--- src/design/msr_pkg.sv ---
`timescale 1ns / 1ps

package msr_pkg;

  // Request kinds
  typedef enum logic [1:0] {
    REQ_TICK   = 2'd0,
    REQ_SAMPLE = 2'd1,
    REQ_MANUAL = 2'd2,
    REQ_AUTO   = 2'd3
  } req_type_e;

  // Configuration register indexes
  typedef enum logic [2:0] {
    CFG_TARGET_SPEED = 3'd0,
    CFG_MIN_DUTY     = 3'd1,
    CFG_MAX_DUTY     = 3'd2,
    CFG_START_DUTY   = 3'd3,
    CFG_STALE_MS     = 3'd4,
    CFG_FULL_STALL   = 3'd5,
    CFG_HOLD_MS      = 3'd6
  } cfg_idx_e;

  localparam int unsigned CfgIdxW  = 3;
  localparam int unsigned CfgDataW = 16;

  // Reset values of the registers
  localparam logic [11:0] RstTargetSpeed = 12'd300;
  localparam logic [7:0]  RstMinDuty     = 8'd130;
  localparam logic [7:0]  RstMaxDuty     = 8'd255;
  localparam logic [7:0]  RstStartDuty   = 8'd180;
  localparam logic [15:0] RstStaleMs     = 16'd2000;
  localparam logic [15:0] RstFullStallMs = 16'd8000;
  localparam logic [15:0] RstHoldMs      = 16'd300;

  // Regulation constants
  localparam logic [11:0] GoodSpeed = 12'd150;
  localparam logic [7:0]  RampStep  = 8'd5;

  localparam logic signed [12:0] ErrBig    = 13'sd50;
  localparam logic signed [12:0] ErrMid    = 13'sd20;
  localparam logic signed [12:0] Deadband  = 13'sd15;
  localparam logic signed [12:0] ErrNegBig = -13'sd80;
  localparam logic signed [12:0] ErrNegDb  = -13'sd15;

  localparam logic signed [3:0] StepBig    = 4'sd5;
  localparam logic signed [3:0] StepMid    = 4'sd3;
  localparam logic signed [3:0] StepSmall  = 4'sd1;
  localparam logic signed [3:0] StepNegBig = -4'sd2;
  localparam logic signed [3:0] StepNeg    = -4'sd1;

  typedef struct packed {
    req_type_e   req_type;
    logic [31:0] now_ms;
    logic [11:0] speed_sample;
    logic [7:0]  manual_duty;
    logic        enable_auto;
  } in_t;

  typedef struct packed {
    logic [7:0] drive_duty;
    logic       regulating;
    logic       in_restart;
    logic       speed_stale;
  } out_t;

  // Live register values seen by the regulator
  typedef struct packed {
    logic [11:0] target_speed;
    logic [7:0]  min_duty;
    logic [7:0]  max_duty;
    logic [15:0] stale_timeout_ms;
    logic [15:0] full_stall_ms;
    logic [15:0] restart_hold_ms;
  } cfg_t;

  // Asymmetric step table: faster up than down, zero inside the deadband
  function automatic logic signed [3:0] step_for(logic signed [12:0] err);
    logic signed [3:0] adj;
    if (err > ErrBig)         adj = StepBig;
    else if (err > ErrMid)    adj = StepMid;
    else if (err > Deadband)  adj = StepSmall;
    else if (err < ErrNegBig) adj = StepNegBig;
    else if (err < ErrNegDb)  adj = StepNeg;
    else                      adj = 4'sd0;
    return adj;
  endfunction

endpackage

--- src/design/msr_cfg.sv ---
`timescale 1ns / 1ps

module msr_cfg (
  input  logic                          clk_i,
  input  logic                          rst_ni,
  input  logic                          cfg_we_i,
  input  logic [msr_pkg::CfgIdxW-1:0]   cfg_idx_i,
  input  logic [msr_pkg::CfgDataW-1:0]  cfg_wdata_i,
  output msr_pkg::cfg_t                 cfg_o
);

  msr_pkg::cfg_t cfg_q, cfg_d;

  // Decode the write; start duty only matters at reset, so writes to it are dropped
  always_comb begin
    cfg_d = cfg_q;
    if (cfg_we_i) begin
      case (msr_pkg::cfg_idx_e'(cfg_idx_i))
        msr_pkg::CFG_TARGET_SPEED: cfg_d.target_speed     = cfg_wdata_i[11:0];
        msr_pkg::CFG_MIN_DUTY:     cfg_d.min_duty         = cfg_wdata_i[7:0];
        msr_pkg::CFG_MAX_DUTY:     cfg_d.max_duty         = cfg_wdata_i[7:0];
        msr_pkg::CFG_START_DUTY:   cfg_d = cfg_q;
        msr_pkg::CFG_STALE_MS:     cfg_d.stale_timeout_ms = cfg_wdata_i;
        msr_pkg::CFG_FULL_STALL:   cfg_d.full_stall_ms    = cfg_wdata_i;
        msr_pkg::CFG_HOLD_MS:      cfg_d.restart_hold_ms  = cfg_wdata_i;
        default:                   cfg_d = cfg_q;
      endcase
    end
  end

  always_ff @(posedge clk_i or negedge rst_ni) begin
    if (!rst_ni) begin
      cfg_q.target_speed     <= msr_pkg::RstTargetSpeed;
      cfg_q.min_duty         <= msr_pkg::RstMinDuty;
      cfg_q.max_duty         <= msr_pkg::RstMaxDuty;
      cfg_q.stale_timeout_ms <= msr_pkg::RstStaleMs;
      cfg_q.full_stall_ms    <= msr_pkg::RstFullStallMs;
      cfg_q.restart_hold_ms  <= msr_pkg::RstHoldMs;
    end else begin
      cfg_q <= cfg_d;
    end
  end

  assign cfg_o = cfg_q;

endmodule

--- src/design/msr_core.sv ---
`timescale 1ns / 1ps

module msr_core (
  input  logic           clk_i,
  input  logic           rst_ni,
  input  msr_pkg::cfg_t  cfg_i,
  input  msr_pkg::in_t   req_i,
  input  logic           fire_i,
  output msr_pkg::out_t  rsp_o
);

  logic [7:0]  duty_level_q, duty_level_d;
  logic [7:0]  applied_duty_q, applied_duty_d;
  logic [11:0] measured_speed_q, measured_speed_d;
  logic [31:0] sample_time_q, sample_time_d;
  logic        sample_seen_q, sample_seen_d;
  logic [7:0]  good_duty_q, good_duty_d;
  logic [31:0] at_max_since_q, at_max_since_d;
  logic        at_max_valid_q, at_max_valid_d;
  logic        restart_active_q, restart_active_d;
  logic [31:0] restart_time_q, restart_time_d;
  logic        auto_on_q, auto_on_d;

  logic [31:0]       now;
  logic              stale_pre;
  logic [31:0]       hold_elapsed;
  logic [31:0]       max_elapsed;
  logic [8:0]        ramp_sum;
  logic signed [12:0] err;
  logic signed [3:0]  adj;
  logic signed [9:0]  reg_sum;

  assign now          = req_i.now_ms;
  assign stale_pre    = !sample_seen_q ||
                        ((now - sample_time_q) > {16'd0, cfg_i.stale_timeout_ms});
  assign hold_elapsed = now - restart_time_q;
  assign max_elapsed  = now - at_max_since_q;
  assign ramp_sum     = {1'b0, duty_level_q} + {1'b0, msr_pkg::RampStep};
  assign err          = $signed({1'b0, cfg_i.target_speed}) -
                        $signed({1'b0, measured_speed_q});
  assign adj          = msr_pkg::step_for(err);
  assign reg_sum      = $signed({2'b00, duty_level_q}) + {{6{adj[3]}}, adj};

  // Next state for the request at the head of the pipe
  always_comb begin
    duty_level_d     = duty_level_q;
    applied_duty_d   = applied_duty_q;
    measured_speed_d = measured_speed_q;
    sample_time_d    = sample_time_q;
    sample_seen_d    = sample_seen_q;
    good_duty_d      = good_duty_q;
    at_max_since_d   = at_max_since_q;
    at_max_valid_d   = at_max_valid_q;
    restart_active_d = restart_active_q;
    restart_time_d   = restart_time_q;
    auto_on_d        = auto_on_q;

    case (req_i.req_type)
      msr_pkg::REQ_TICK: begin
        if (auto_on_q) begin
          if (restart_active_q) begin
            // End the power-cycle hold once its time is up
            if (hold_elapsed >= {16'd0, cfg_i.restart_hold_ms}) begin
              restart_active_d = 1'b0;
              duty_level_d     = good_duty_q;
              applied_duty_d   = good_duty_q;
              at_max_valid_d   = 1'b0;
            end
          end else if (stale_pre) begin
            if ((duty_level_q >= cfg_i.max_duty) && at_max_valid_q &&
                (max_elapsed > {16'd0, cfg_i.full_stall_ms})) begin
              // Stalled at maximum too long: cut the drive and start the hold
              applied_duty_d   = 8'd0;
              restart_active_d = 1'b1;
              restart_time_d   = now;
            end else if (duty_level_q >= cfg_i.max_duty) begin
              // Start timing the stay at maximum
              if (!at_max_valid_q) begin
                at_max_since_d = now;
                at_max_valid_d = 1'b1;
              end
            end else begin
              // Ramp toward maximum while no fresh speed is known
              duty_level_d   = (ramp_sum > {1'b0, cfg_i.max_duty}) ?
                               cfg_i.max_duty : ramp_sum[7:0];
              applied_duty_d = duty_level_d;
            end
          end else begin
            // Fresh speed: step by the table, clamp with min taking priority
            at_max_valid_d = 1'b0;
            if (adj != 4'sd0) begin
              if (reg_sum < $signed({2'b00, cfg_i.min_duty})) begin
                duty_level_d = cfg_i.min_duty;
              end else if (reg_sum > $signed({2'b00, cfg_i.max_duty})) begin
                duty_level_d = cfg_i.max_duty;
              end else begin
                duty_level_d = reg_sum[7:0];
              end
              applied_duty_d = duty_level_d;
            end
          end
        end
      end
      msr_pkg::REQ_SAMPLE: begin
        measured_speed_d = req_i.speed_sample;
        sample_time_d    = now;
        sample_seen_d    = 1'b1;
        if ((req_i.speed_sample > msr_pkg::GoodSpeed) &&
            (duty_level_q >= cfg_i.min_duty)) begin
          good_duty_d = duty_level_q;
        end
      end
      msr_pkg::REQ_MANUAL: begin
        duty_level_d   = req_i.manual_duty;
        applied_duty_d = req_i.manual_duty;
        auto_on_d      = 1'b0;
      end
      msr_pkg::REQ_AUTO: begin
        auto_on_d = req_i.enable_auto;
      end
      default: begin
        auto_on_d = auto_on_q;
      end
    endcase
  end

  // Result from the updated state
  always_comb begin
    rsp_o.drive_duty  = applied_duty_d;
    rsp_o.regulating  = auto_on_d;
    rsp_o.in_restart  = restart_active_d;
    rsp_o.speed_stale = !sample_seen_d ||
                        ((now - sample_time_d) > {16'd0, cfg_i.stale_timeout_ms});
  end

  always_ff @(posedge clk_i or negedge rst_ni) begin
    if (!rst_ni) begin
      duty_level_q     <= msr_pkg::RstStartDuty;
      applied_duty_q   <= msr_pkg::RstStartDuty;
      measured_speed_q <= '0;
      sample_time_q    <= '0;
      sample_seen_q    <= 1'b0;
      good_duty_q      <= msr_pkg::RstStartDuty;
      at_max_since_q   <= '0;
      at_max_valid_q   <= 1'b0;
      restart_active_q <= 1'b0;
      restart_time_q   <= '0;
      auto_on_q        <= 1'b1;
    end else if (fire_i) begin
      duty_level_q     <= duty_level_d;
      applied_duty_q   <= applied_duty_d;
      measured_speed_q <= measured_speed_d;
      sample_time_q    <= sample_time_d;
      sample_seen_q    <= sample_seen_d;
      good_duty_q      <= good_duty_d;
      at_max_since_q   <= at_max_since_d;
      at_max_valid_q   <= at_max_valid_d;
      restart_active_q <= restart_active_d;
      restart_time_q   <= restart_time_d;
      auto_on_q        <= auto_on_d;
    end
  end

endmodule

--- src/design/motor_speed_regulator_stall_recovery_unit.sv ---
`timescale 1ns / 1ps

// Stepped speed regulator with stall recovery. Each request (regulation tick,
// speed sample, manual duty, auto enable) yields exactly one result carrying
// the applied duty and the regulating, restart and stale flags. A request is
// taken every clock cycle while the result side is not stalled: it lands in
// an input register, and when the result register is free the regulator
// state and the result register are updated from it. Throughput is one
// request per cycle, set by the state update (step table, clamp and
// elapsed-time compares) that each request must finish before the next one
// reads the state; it drops only while the result register is held by
// out_ready_i. Write the registers through the cfg port only while the block
// is idle (the block itself does not enforce this); they take effect on
// the next request.
module motor_speed_regulator_stall_recovery_unit (
  input  logic                          clk_i,
  input  logic                          rst_ni,
  input  logic                          in_valid_i,
  output logic                          in_ready_o,
  input  msr_pkg::in_t                  in_req_i,
  output logic                          out_valid_o,
  input  logic                          out_ready_i,
  output msr_pkg::out_t                 out_rsp_o,
  input  logic                          cfg_we_i,
  input  logic [msr_pkg::CfgIdxW-1:0]   cfg_idx_i,
  input  logic [msr_pkg::CfgDataW-1:0]  cfg_wdata_i
);

  msr_pkg::cfg_t cfg;
  msr_pkg::in_t  req_q;
  logic          req_valid_q;
  msr_pkg::out_t rsp_d, rsp_q;
  logic          rsp_valid_q;
  logic          out_free;
  logic          fire;

  assign out_free   = !rsp_valid_q || out_ready_i;
  assign fire       = req_valid_q && out_free;
  assign in_ready_o = !req_valid_q || out_free;

  msr_cfg u_cfg (
    .clk_i       (clk_i),
    .rst_ni      (rst_ni),
    .cfg_we_i    (cfg_we_i),
    .cfg_idx_i   (cfg_idx_i),
    .cfg_wdata_i (cfg_wdata_i),
    .cfg_o       (cfg)
  );

  msr_core u_core (
    .clk_i  (clk_i),
    .rst_ni (rst_ni),
    .cfg_i  (cfg),
    .req_i  (req_q),
    .fire_i (fire),
    .rsp_o  (rsp_d)
  );

  // Hold the incoming request until the regulator takes it
  always_ff @(posedge clk_i or negedge rst_ni) begin
    if (!rst_ni) begin
      req_valid_q <= 1'b0;
    end else if (in_ready_o) begin
      req_valid_q <= in_valid_i;
    end
  end

  always_ff @(posedge clk_i) begin
    if (in_ready_o && in_valid_i) begin
      req_q <= in_req_i;
    end
  end

  // Advance the result register
  always_ff @(posedge clk_i or negedge rst_ni) begin
    if (!rst_ni) begin
      rsp_valid_q <= 1'b0;
    end else if (out_free) begin
      rsp_valid_q <= req_valid_q;
    end
  end

  always_ff @(posedge clk_i) begin
    if (fire) begin
      rsp_q <= rsp_d;
    end
  end

  assign out_valid_o = rsp_valid_q;
  assign out_rsp_o   = rsp_q;

endmodule

--- config.mk ---
export PLATFORM = sky130hd
export DESIGN_NAME = motor_speed_regulator_stall_recovery_unit
export DESIGN_NICKNAME = d
export VERILOG_FILES = /design/src/design/msr_pkg.sv /design/src/design/msr_cfg.sv /design/src/design/msr_core.sv /design/src/design/motor_speed_regulator_stall_recovery_unit.sv
export SDC_FILE = /design/constraint.sdc
export NUM_CORES = 1
export LEC_CHECK = 0
export BUFFER_PORTS_ARGS = -buffer_cell sky130_fd_sc_hd__buf_2
export CAP_MARGIN = 20
export CORE_MARGIN = 3
export CORE_UTILIZATION = 45
export DETAILED_ROUTE_END_ITERATION = 7
export GPL_ROUTABILITY_DRIVEN = 0
export GPL_TIMING_DRIVEN = 1
export PLACE_DENSITY_LB_ADDON = 0.2
export SETUP_SLACK_MARGIN = 0.05
export SYNTH_ARGS = -nofsm -noshare
export SYNTH_HDL_FRONTEND = slang
export SYNTH_SLANG_ARGS = --single-unit
--- constraint.sdc ---
create_clock -name clk_i -period 16.9 [get_ports clk_i]
set_input_delay 1.69 -clock clk_i [delete_from_list [all_inputs] [get_ports clk_i]]
set_output_delay 1.69 -clock clk_i [all_outputs]
set_load 0.03 [all_outputs]
==> flow_summary.ini, run 1 <==
[placed_design]
dp_hpwl_um = 49600
place_inst = 3265
numPortBuffers = 91

[timing]
min_period_ns = 7.78
rsz0062_at_grt = no
fmaxAchievable_ghz = 0.129
finalMaxSlewViolations = 0
relSlewSlack = 0.260
min_period_over_period = 0.460
skew_ns = 0.0281
setup_viol = 0
worst_slew_pin_slew_ns = 1.10
totalNegativeSetupSlack_ns = 0
final-hold-violation-count = 0

[grt]
antenna_found_initial = 2
grt_pass1_vias = 19600
grt_max_degree = 107
grt_pass1_wl_um = 106000
gr-total-overflow = 0
grt.total_usage = 0.243

[floorplanning]
die_area_sq_um = 54100
fp.dieW_um = 233
die_h_um = 233
ioPinCount = 92
rows = 82
coreArea_sq_um = 50500
start_util = 0.458

[critical_path]
arrival_ns = 8.04
slowest_delay_ns = 0.83
cpMostUsedCell = a21oi_1
crit_required_ns = 17.16
cp-start-kind = flop
reg2reg_from = u_core.measured_speed_q[0]
cpLargestDelayFamily = compound AO/OA/AOI/OAI gates
worst-path-buf-inv = 0
crit_type = reg -> reg
crit_fanout = 12
slowest_stage = a31oi_1
startpoint = u_core.measured_speed_q[0]
end_kind = flop

[power]
ir_worst_vdd_mv = 0.132
pwr_density_cell_nw_per_um2 = 176
power_mw = 4.51
p_leak_nw = 11.3

[finish]
fillers = 4769
post_route_cells_drive_above_1_share = 0.148
synthToLayoutAreaGrowth_pct = 10.8
register_area_sq_um = 7390
multi_input_area_sq_um = 14600
nNetsFinal = 2969
final_cells = 3338

[cts]
clk_pin_slew_ns = 0.06
hold_buffers = 0
clkLatencyLatePin_ns = 0.56
cts_resized = 0
cts_tree = yes
cts_made_buffers = 38
cts_root_buf = clkbuf_16
htreeDepth = 2
postCtsSetupRepairBufs = 0
cts_num_sinks = 280
clk_path_buf_depth = 3

[routing]
vias = 20100
drc_errors = 0
finalWirelength_um = 65700
drtPass1Iterations = 6
drtAntennaViolNets = 0
routed_via_density = 6.02
post_drt_wl_per_cell_um = 19.7
first_iter_violations = 1658

[synth]
synth.area.top_cells = dfrtp_1, ha_1, edfxtp_1
synth_edf_count = 66
syn_area_per_cell_sq_um = 9.04
ys_seq_area_frac = 0.320
ys_ff_latch = 280
netlist_area_sq_um = 23100
synthCells = 2558
ys_async_sr_fraction = 0.764
synthFlopType = dfrtp_1
synth_nets = 2892
yosysTopAreaCell = dfrtp_1
yosysUniqueCellTypes = 96
synth_top_area_frac = 0.185
synth_warnings = 0

[run_status]
status = finished, final reports clean

[job]
maxCapViolCount = 0

[hold_path]
worstHoldPathType = reg -> reg
worstHoldStart = u_core.restart_time_q[16]
power breakdown:
group / internal [mW] / leakage (nW) / switching [mW]
sequential: 0.878 / 3.20 / 0.130
clock: 0.500 / 0.619 / 0.326
combinational: 1.13 / 7.44 / 1.55
total: 2.51 / 11.3 / 2.01
cell families after synthesis:
logic type / Yosys count / share of synthesized area
fa+ha+maj: 255 / 0.140
compound gates: 751 / 0.214
buf+inv: 313 / 0.0515
flops: 280 / 0.320
mux: 201 / 0.0963
simple gates: 677 / 0.148
xor+xnor: 81 / 0.0307
worst paths after layout:
kind,end,slack [ns],depth (start not counted)
min in group asynchronous,u_core.sample_time_q[29],1.21,1
max in group asynchronous,u_core.restart_active_q,13.70,3
min,u_core.restart_time_q[16],0.49,1
max,out_rsp_o[7],9.12,29
max reg2reg,out_rsp_o[7],9.12,29
min reg2reg,u_core.restart_time_q[16],0.49,1
final cells by class:
cell class	count	share of cell area
Clock inverter	20	0.00825
Antenna cell	1	0.0000977
Multi-Input combinational cell	1965	0.568
Clock buffer	50	0.0421
Inverter	236	0.0346
Sequential cell	280	0.288
Tap cell	672	0.0328
Timing Repair Buffer	114	0.0253
state kept, by name (all words and copies together) (netlist names):
name,count
u_cfg.cfg_o,76
req_q,55
u_core.at_max_since_q,32
u_core.restart_time_q,32
u_core.sample_time_q,32
u_core.measured_speed_q,12
out_rsp_o,11
u_core.applied_duty_q,8
u_core.duty_level_q,8
u_core.good_duty_q,8
out_valid_o,1
req_valid_q,1
u_core.at_max_valid_q,1
u_core.auto_on_q,1
u_core.restart_active_q,1
u_core.sample_seen_q,1
cell usage after synthesis, drive strengths merged, types with 13 or more instances:
cell	instances
nand2	166
a21oi	202
nor2b	43
o21ai	165
a221oi	13
nor4	20
or3	17
nand4	31
clkbuf	66
a21o	54
dfstp	43
xor2	29
o21a	49
o211ai	39
dfrtp	171
ha	249
a211oi	30
inv	236
nor3	52
nand2b	41
a31oi	20
or2	15
and3	21
and2	17
mux2i	30
nand3	42
nor2	158
edfxtp	66
mux2	171
xnor2	52
o21bai	14
metal layers:
layer / share of wire / routed length (um) / track usage
met1: 0.44 / 28800 / 0.319
met5: 0.00020 / 13 / 0
met3: 0.058 / 3830 / 0.0387
met2: 0.47 / 30700 / 0.403
met4: 0.036 / 2360 / 0.0910
placed cells by master (no fill, tap or decap), types with 42 or more instances in the layout:
| cell | n |
|---|---|
| a21o_1 | 54 |
| nor3_1 | 52 |
| nor2_1 | 158 |
| o21ai_0 | 148 |
| buf_2 | 90 |
| dfstp_2 | 43 |
| nand2_1 | 165 |
| dfrtp_1 | 171 |
| nor2b_1 | 42 |
| mux2_2 | 144 |
| inv_1 | 233 |
| o21a_1 | 49 |
| edfxtp_1 | 66 |
| nand3_1 | 42 |
| ha_1 | 249 |
| a21oi_1 | 202 |
| xnor2_1 | 52 |
stage by stage:
step	setup WS, ns	hold slack [ns]	util	instance area [sq um]
6_report	9.12	0.488	0.508	25600
5_1_grt	8.74	0.496	0.508	25600
4_1_cts	9.28	0.492	0.507	25600
3_5_place_dp	9.34	0.481	0.482	24300
3_3_place_gp	9.52	0.468	0.482	24300
2_1_floorplan	10.54	0.454	-	23100
Power figures use the tool's default switching activity.
==> run 2, diff against run 1 <==
clock period = 7.8 ns   (was 16.9 ns; I/O delays follow)
==> run 2 against run 1 <==
Compared with the run above:
- combinational power grew 120%
- register-to-register slack lost 8.4 ns
- clock skew grew 0.0041 ns
- first-iteration DRC count grew 11%
- core utilization is the same
- sequential share of layout area is the same
- critical path depth grew 6
- total power grew 120%
- cell count shrank 0.21%
- non-clock buffer count shrank 4
- critical endpoint unchanged
- largest cell class unchanged
==> flow_summary.ini, run 2 (synthesis results as in run 1) <==
[run_status]
status = finished, final reports clean

[critical_path]
startpoint = u_cfg.cfg_o[64]
crit_type = reg -> reg
arrival_ns = 7.40
slowest_delay_ns = 0.41
crit_fanout = 8
slowest_stage = fa_1
crit_required_ns = 8.08
reg2reg_from = u_cfg.cfg_o[64]
cpMostUsedCell = a21oi_1
cp-start-kind = flop
cpLargestDelayFamily = compound AO/OA/AOI/OAI gates
reg2reg_depth = 35
worst-path-stages = 35
worstReg2RegEnd = out_rsp_o[7]
worst-path-buf-inv = 3
crit_end = out_rsp_o[7]
end_kind = flop
r2r_slack_ns = 0.68

[floorplanning]
die_h_um = 233
rows = 82
die_area_sq_um = 54100
start_util = 0.458
ioPinCount = 92
fp.dieW_um = 233
coreArea_sq_um = 50500

[routing]
drtPass1Iterations = 6
first_iter_violations = 1845
finalWirelength_um = 66100
routed_via_density = 6.00
vias = 20000
post_drt_wl_per_cell_um = 19.8
drc_errors = 0
drtAntennaViolNets = 0

[cts]
cts_tree = yes
postCtsSetupRepairBufs = 0
clk_pin_slew_ns = 0.06
htreeDepth = 2
cts_resized = 0
clk_path_buf_depth = 3
cts_made_buffers = 37
cts_root_buf = clkbuf_16
clkLatencyLatePin_ns = 0.57
hold_buffers = 0
cts_num_sinks = 280

[timing]
skew_ns = 0.0323
final-hold-violation-count = 0
setup_viol = 0
min_period_over_period = 0.913
fmaxAchievable_ghz = 0.140
rsz0062_at_grt = no
relSlewSlack = 0.270
holdWs_ns = 0.229
finalMaxSlewViolations = 0
totalNegativeSetupSlack_ns = 0
worst_slew_pin_slew_ns = 1.10
min_period_ns = 7.12

[finish]
fin_util = 0.508
nNetsFinal = 2964
fillers = 4810
post_route_cells_drive_above_1_share = 0.146
mostFrequentLayoutCell = ha_1
synthToLayoutAreaGrowth_pct = 10.8
layout_common_cells = ha_1, inv_1, a21oi_1
largest_reg_flops = 76
num_antenna_cells = 0

[placed_design]
numPortBuffers = 91
dp_hpwl_um = 49900

[grt]
met2_usage = 0.412
use_met3 = 0.0317
met1_usage = 0.312
gr-total-overflow = 0
top_usage_layer = met2
grt.total_usage = 0.242
grt_pass1_wl_um = 105000
grt_pass1_vias = 19600
antenna_found_initial = 0
grt_max_degree = 77

[power]
p_leak_nw = 11.3
pwr_density_cell_nw_per_um2 = 386
power_mw = 9.90
ir_worst_vdd_mv = 0.221

[job]
maxCapViolCount = 0

[hold_path]
worstHoldPathType = in -> async
## run 2: worst min path at each step
stage | slack (ns) | start | endpoint
2_1_floorplan | 0.45 | u_core.at_max_since_q[0] | u_core.at_max_since_q[0]
3_3_place_gp | 0.47 | u_core.restart_time_q[0] | u_core.restart_time_q[0]
3_5_place_dp | 0.48 | u_core.restart_time_q[17] | u_core.restart_time_q[17]
4_1_cts | 0.23 | rst_ni | u_core.applied_duty_q[6]
5_1_grt | 0.27 | rst_ni | u_core.applied_duty_q[0]
6_report | 0.23 | rst_ni | u_core.sample_time_q[31]
## run 2: metal layers
metal / routed length [um] / part of all wire / vias up
li1: - / - / 9586
met1: 28900 / 0.44 / 9603
met2: 31100 / 0.47 / 639
met3: 3520 / 0.053 / 158
met4: 2560 / 0.039 / 0
met5: 0 / 0 / -
## run 2: final cells by class
cell class	instances	area, sq um	area share
sequential	280	7390	0.288
multi-input combinational	1965	14600	0.568
clock inverter	20	315	0.0123
timing repair buffer	110	608	0.0237
tap	672	841	0.0328
clock buffer	48	1020	0.0397
inverter	236	886	0.0346
## run 2: where the power goes
group | total (mW) | internal, mW | leakage [nW] | switching [mW]
clock network | 1.88 | 1.17 | 0.649 | 0.713
registers | 2.22 | 1.90 | 3.20 | 0.314
logic | 5.80 | 2.46 | 7.42 | 3.34
total | 9.90 | 5.53 | 11.3 | 4.37
## run 2: worst reg2reg max path: cells and delay by family, from the launching register on
kind / cells / cell delay (ns)
AND/OR/NAND/NOR: 9 / 1.39
flip-flops: 1 / 0.32
adder cells (fa/ha/maj): 5 / 1.53
multiplexers: 1 / 0.37
XOR/XNOR: 1 / 0.33
AO/OA/AOI/OAI: 16 / 2.57
buffers and inverters: 3 / 0.32
## run 2: stage by stage
stage | cells | cell area [sq um] | setup slack (ns)
final | 3331 | 25600 | 0.680
after global routing | 3331 | 25600 | 0.0969
after CTS | 3331 | 25600 | 0.832
after detailed placement | 3263 | 24300 | 0.847
after global placement | 3263 | 24300 | 0.938
after floorplan | 2558 | 23100 | 1.44
